**config.mk**
```make
export PLATFORM = sky130hd
export DESIGN_NAME = ars_ctrl
export DESIGN_NICKNAME = d
export VERILOG_FILES = /design/src/hw/rtl/ars_pkg.sv /design/src/hw/rtl/ars_ctrl.sv
export VERILOG_INCLUDE_DIRS = /design/src /design/src/hw/rtl
export SDC_FILE = /design/constraint.sdc
export NUM_CORES = 1
export LEC_CHECK = 0
export ABC_AREA = 1
export BUFFER_PORTS_ARGS = -buffer_cell sky130_fd_sc_hd__clkbuf_2
export CAP_MARGIN = 0
export CORE_AREA = 2 2 39 41
export CTS_CLUSTER_DIAMETER = 100
export CTS_CLUSTER_SIZE = 28
export DETAILED_ROUTE_END_ITERATION = 6
export DIE_AREA = 0 0 41 43
export PLACE_DENSITY = 0.47
export SLEW_MARGIN = 40
export SYNTH_ARGS = -nofsm -noshare
export SYNTH_HDL_FRONTEND = slang
export SYNTH_SLANG_ARGS = --single-unit
```
**constraint.sdc**
```tcl
create_clock -name clk -period 0.8 [get_ports clk]
set_input_delay 0.08 -clock clk [delete_from_list [all_inputs] [get_ports clk]]
set_output_delay 0.08 -clock clk [all_outputs]
set_load 0.02 [all_outputs]
```
**src/hw/rtl/assert_macros.svh**
```systemverilog
// assertion macros shared by the rtl files
`ifndef ASSERT_MACROS_SVH
`define ASSERT_MACROS_SVH

// same-cycle implication, checked on every clock edge out of reset
`define ASSERT_NOW(label, ante, cons, msg) \
  label: assert property (@(posedge clk) disable iff (!rst_n) (ante) |-> (cons)) \
    else $error(msg);

// next-cycle implication
`define ASSERT_NEXT(label, ante, cons, msg) \
  label: assert property (@(posedge clk) disable iff (!rst_n) (ante) |=> (cons)) \
    else $error(msg);

`endif

```
**src/hw/rtl/ars_pkg.sv**
```systemverilog
// types and constants of the address range search block
package ars_pkg;

  localparam int MAX_RANGES = 64;
  localparam int IDX_W      = $clog2(MAX_RANGES);
  localparam int CNT_W      = $clog2(MAX_RANGES + 1);
  localparam int ADDR_W     = 64;

  localparam logic OP_WRITE  = 1'b0;
  localparam logic OP_SEARCH = 1'b1;

  typedef struct packed {
    logic              op;
    logic [5:0]        entry_index;
    logic [ADDR_W-1:0] entry_first;
    logic [ADDR_W-1:0] entry_size_m1;
    logic [ADDR_W-1:0] search_address;
  } in_word_t;

  typedef struct packed {
    logic       hit;
    logic [6:0] range_index;
  } out_word_t;

  typedef enum logic [1:0] {
    ST_IDLE,
    ST_SEARCH,
    ST_FINISH
  } ctl_state_t;

  typedef struct packed {
    logic write_entry;  // store one table entry
    logic start;        // latch address, set bounds, issue first probe
    logic step;         // compare current probe, move bounds
    logic load_out;     // move result into output register
  } ars_cmd_t;

  typedef struct packed {
    logic empty;  // saturated range count is zero
    logic last;   // current probe ends the search
  } ars_status_t;

endpackage

```
**src/hw/rtl/ars_ctrl.sv**
```systemverilog
// controller: input acceptance, search sequencing and output valid
`include "assert_macros.svh"

module ars_ctrl (
  input  logic                 clk,
  input  logic                 rst_n,
  input  logic                 in_valid,
  input  logic                 in_op,
  output logic                 in_ready,
  output logic                 out_valid,
  input  logic                 out_ready,
  input  ars_pkg::ars_status_t status,
  output ars_pkg::ars_cmd_t    cmd
);
  import ars_pkg::*;

  ctl_state_t state_r, state_nxt;
  logic       out_valid_r, out_valid_nxt;
  logic       slot_free;

  assign slot_free = !out_valid_r || out_ready;

  always_ff @(posedge clk) begin
    if (!rst_n) begin
      state_r     <= ST_IDLE;
      out_valid_r <= 1'b0;
    end else begin
      state_r     <= state_nxt;
      out_valid_r <= out_valid_nxt;
    end
  end

  always_comb begin
    state_nxt     = state_r;
    out_valid_nxt = out_valid_r && !out_ready;
    in_ready      = 1'b0;
    cmd           = '0;
    unique case (state_r)
      ST_IDLE: begin
        in_ready = 1'b1;
        if (in_valid) begin
          if (in_op == OP_SEARCH) begin
            cmd.start = 1'b1;
            state_nxt = status.empty ? ST_FINISH : ST_SEARCH;
          end else begin
            cmd.write_entry = 1'b1;
          end
        end
      end
      ST_SEARCH: begin
        cmd.step = 1'b1;
        if (status.last) begin
          state_nxt = ST_FINISH;
        end
      end
      ST_FINISH: begin
        if (slot_free) begin
          cmd.load_out  = 1'b1;
          out_valid_nxt = 1'b1;
          state_nxt     = ST_IDLE;
        end
      end
      default: begin
        state_nxt = ST_IDLE;
      end
    endcase
  end

  assign out_valid = out_valid_r;

  `ASSERT_NOW(a_load_free, cmd.load_out, !out_valid_r || out_ready,
              "result loaded over an untaken word")
  `ASSERT_NEXT(a_last_finish, (state_r == ST_SEARCH) && status.last, state_r == ST_FINISH,
               "search end not followed by result stage")
  `ASSERT_NEXT(a_load_valid, cmd.load_out, out_valid_r,
               "loaded result not presented")

endmodule

```
==> impl_metrics.env <==
export IMPL_status="finished with violations"
export IMPL_failed_checks="negative setup slack"
export IMPL_worst_skew_pair_late_latency_ns=0.25
export IMPL_syn_area_per_cell_um2=6.34
export IMPL_yosys_register_bits=3
export IMPL_synth_nets=36
export IMPL_synth_top_cells_by_area="dfxtp_1 33%, inv_1 12%, nand2_1 12%"
export IMPL_required_ns=0.72
export IMPL_die_area_um2=1760
export IMPL_syn_area_um2=184
export IMPL_antenna_diode_count=0
export IMPL_cp_start_kind="flop"
export IMPL_fillCellCount=156
export IMPL_grt_first_pass_wirelength_um=724
export IMPL_yosys_area_top_type="dfxtp_1"
export IMPL_cts_reportedPaths_clkPinSlew_ns=0.04
export IMPL_slowest_delay_ns=0.36
export IMPL_drt_iter0_drc=3
export IMPL_r2r_cells=5
export IMPL_cts_htree_levels=1
export IMPL_whs_path_depth=3
export IMPL_cts_tree="built"
export IMPL_placement_rows=14
export IMPL_signal_arrival_time_at_the_worst_endpoint_ns=1.03
export IMPL_rsz0062_at_grt="yes"
export IMPL_ioPinCount=13
export IMPL_timing_final_max_slew_violations=0
export IMPL_clock_buffer_count_from_cts=3
export IMPL_post_synth_num_cell_types=11
export IMPL_slowest_stage_cell_cp="dfxtp_4"
export IMPL_period_share_pct=139
export IMPL_globalRouteOverflowTotal=0
export IMPL_drc=0
export IMPL_detailed_place_hpwl_um=416
export IMPL_largest_net_degree_at_the_start_of_global_routing=7
export IMPL_critical_path_top_delay_family="flip-flops"
export IMPL_die_h_um=43
export IMPL_final_cell_count_no_fill=63
export IMPL_worstMarginPinSlew_ns=0.164
export IMPL_timing_hold_violations_final=0
export IMPL_start_util_pct=13.3
export IMPL_synth_main_ff_cell="dfxtp_1"
export IMPL_buffer_levels_on_the_longest_clock_path=2
export IMPL_worstReg2RegStart="state_r[0]"
export IMPL_area_sequential_um2=68.8
export IMPL_placedCellCount=57
export IMPL_drive_gt1_share_pct=72.3
export IMPL_synth_yosys_seq_area_share_pct=32.7
export IMPL_post_route_util_pct=27.4
export IMPL_area_growth_synth_to_final_pct=106
export IMPL_routed_wl_um=542
export IMPL_vdd_ir_drop_worst_uv=532
export IMPL_max_slew_margin_rel_pct=89.0
export IMPL_worst_hold_startpoint="rst_n"
export IMPL_netlist_instances=29
export IMPL_cts_root_buffer="clkbuf_4"
export IMPL_yosys_warning_total=0
export IMPL_final_net_count=55
export IMPL_crit_chain="nor2_4, nand2_2, nor2_2, clkbuf_8"
export IMPL_critPathKind="flop to primary output"
export IMPL_vias=241
export IMPL_place_gp_congestion=0.657
export IMPL_finalWorstSetupSlack_ns=-0.310
export IMPL_min_to="state_r[1]"
export IMPL_timing_max_cap_violations=0
export IMPL_antenna_violating_nets_remaining=0
export IMPL_core_area_um2=1380
export IMPL_die_w_um=41
export IMPL_most_numerous_cell_types_in_the_synthesized_netlist="6 x inv_1, 6 x nand2_1, 3 x dfxtp_1, 3 x nand3_1"
export IMPL_power_density_nw_per_um2=1670
export IMPL_critical_path_reg2reg_endpoint="state_r[0]"
export IMPL_first_pass_iters=4
export IMPL_multiInputGateArea_um2=139
export IMPL_tritoncts_num_sinks=3
export IMPL_post_route_cell_area_um2=379
export IMPL_track_usage_pct=7.12
export IMPL_fmax_mhz=901
export IMPL_io_buffer_count=12
export IMPL_crit_buf_inv=1
export IMPL_timing_critical_path_fanout_max=6
export IMPL_cts_hold_buf=0
export IMPL_report_power_total_uw=635
export IMPL_route_detailed_vias_per_inst=3.83
export IMPL_regToRegSetupSlack_ns=-0.10
export IMPL_placement_cell_area_um2=300
export IMPL_setup_tns_final_ns=-1.37
export IMPL_first_global_vias=205
export IMPL_synth_edf_count=0
export IMPL_final_setup_violation_count=7
export IMPL_hold_class="input pin to flop"
export IMPL_portion_of_synthesized_cell_area_occupied_by_the_leading_cell_type_pct=32.7
export IMPL_post_drt_wl_per_cell_um=8.60
export IMPL_clock_skew_ns=0.00593
export IMPL_critical_path_endpoint_type="primary output"
export IMPL_leakagePower_nw=0.194
export IMPL_synth_async_sr_flop_share_pct=0
export IMPL_fin_crit_ns=1.11
export IMPL_grt_antenna_before_repair=0
[kinds of logic after synthesis]
family          after synthesis  share of synthesized area [%]
compound gates                3                           11.6
buf+inv                       6                           12.2
flops                         3                           32.7
simple gates                 17                           43.5
[power breakdown]
group | switching (mW) | leakage [nW] | internal, mW | total, mW
clock | 0.0928 | 0.0150 | 0.188 | 0.281
sequential | 0.0147 | 0.0264 | 0.158 | 0.172
combinational | 0.0931 | 0.153 | 0.0886 | 0.182
[layout make-up]
| cell class | count | area share (%) |
|---|---|---|
| Clock buffer | 4 | 6.93 |
| Inverter | 6 | 6.60 |
| Timing Repair Buffer | 14 | 26.4 |
| Tap cell | 16 | 5.28 |
| Sequential cell | 3 | 18.2 |
| Multi-Input combinational cell | 20 | 36.6 |
[per-stage QoR]
step | hold WS (ns) | setup WS [ns]
detailed placement | 0.336 | -0.106
global placement | 0.327 | -0.0934
floorplan | 0.194 | -0.126
global route | 0.0929 | -0.365
finish | 0.0790 | -0.310
CTS | 0.0813 | -0.302
[routing by layer]
metal | GRT usage, % | vias to the layer above | routed length, um
met1 | 5.13 | 104 | 185
met5 | 0 | - | 0
met4 | 12.0 | 0 | 39
li1 | - | 124 | -
met2 | 9.69 | 8 | 271
met3 | 3.14 | 5 | 46
[timing repair]
| item | CTS | global route |
|---|---|---|
| pin swaps | 1 | 3 |
| buffers inserted | 1 | 1 |
| endpoints found under the hold margin | 0 | 0 |
| gates resized for setup | 9 | 10 |
| endpoints found under the setup margin | 8 | 8 |
[sequential cells by signal, summed over array words and instances (netlist names)]
signal / cells
out_valid: 1
state_r: 2
[worst reg2reg max path, cell delays in order (launching register included)]
cell     delay, ns
dfxtp_4       0.36
nor2_4        0.13
buf_4         0.14
nand2_4       0.05
nand3_2       0.07
a21oi_1       0.03
[layout by cell type, fill, tap and decap left out, drive strengths merged]
cell type and instances:
inv 6, dfxtp 3, a21oi 2, o21a 1
clkbuf 11, nor3 2, nand2 8, nor2 4
buf 7, nand3 3
[worst max-delay path by stage]
stage,from,to,depth (start not counted)
floorplan,state_r[0],cmd[3],3
global placement,state_r[1],state_r[1],5
detailed placement,state_r[1],cmd[0],3
CTS,state_r[1],cmd[0],3
global route,state_r[0],cmd[3],4
finish,state_r[0],cmd[3],4
Note: power is estimated with default switching activity, not from simulation.
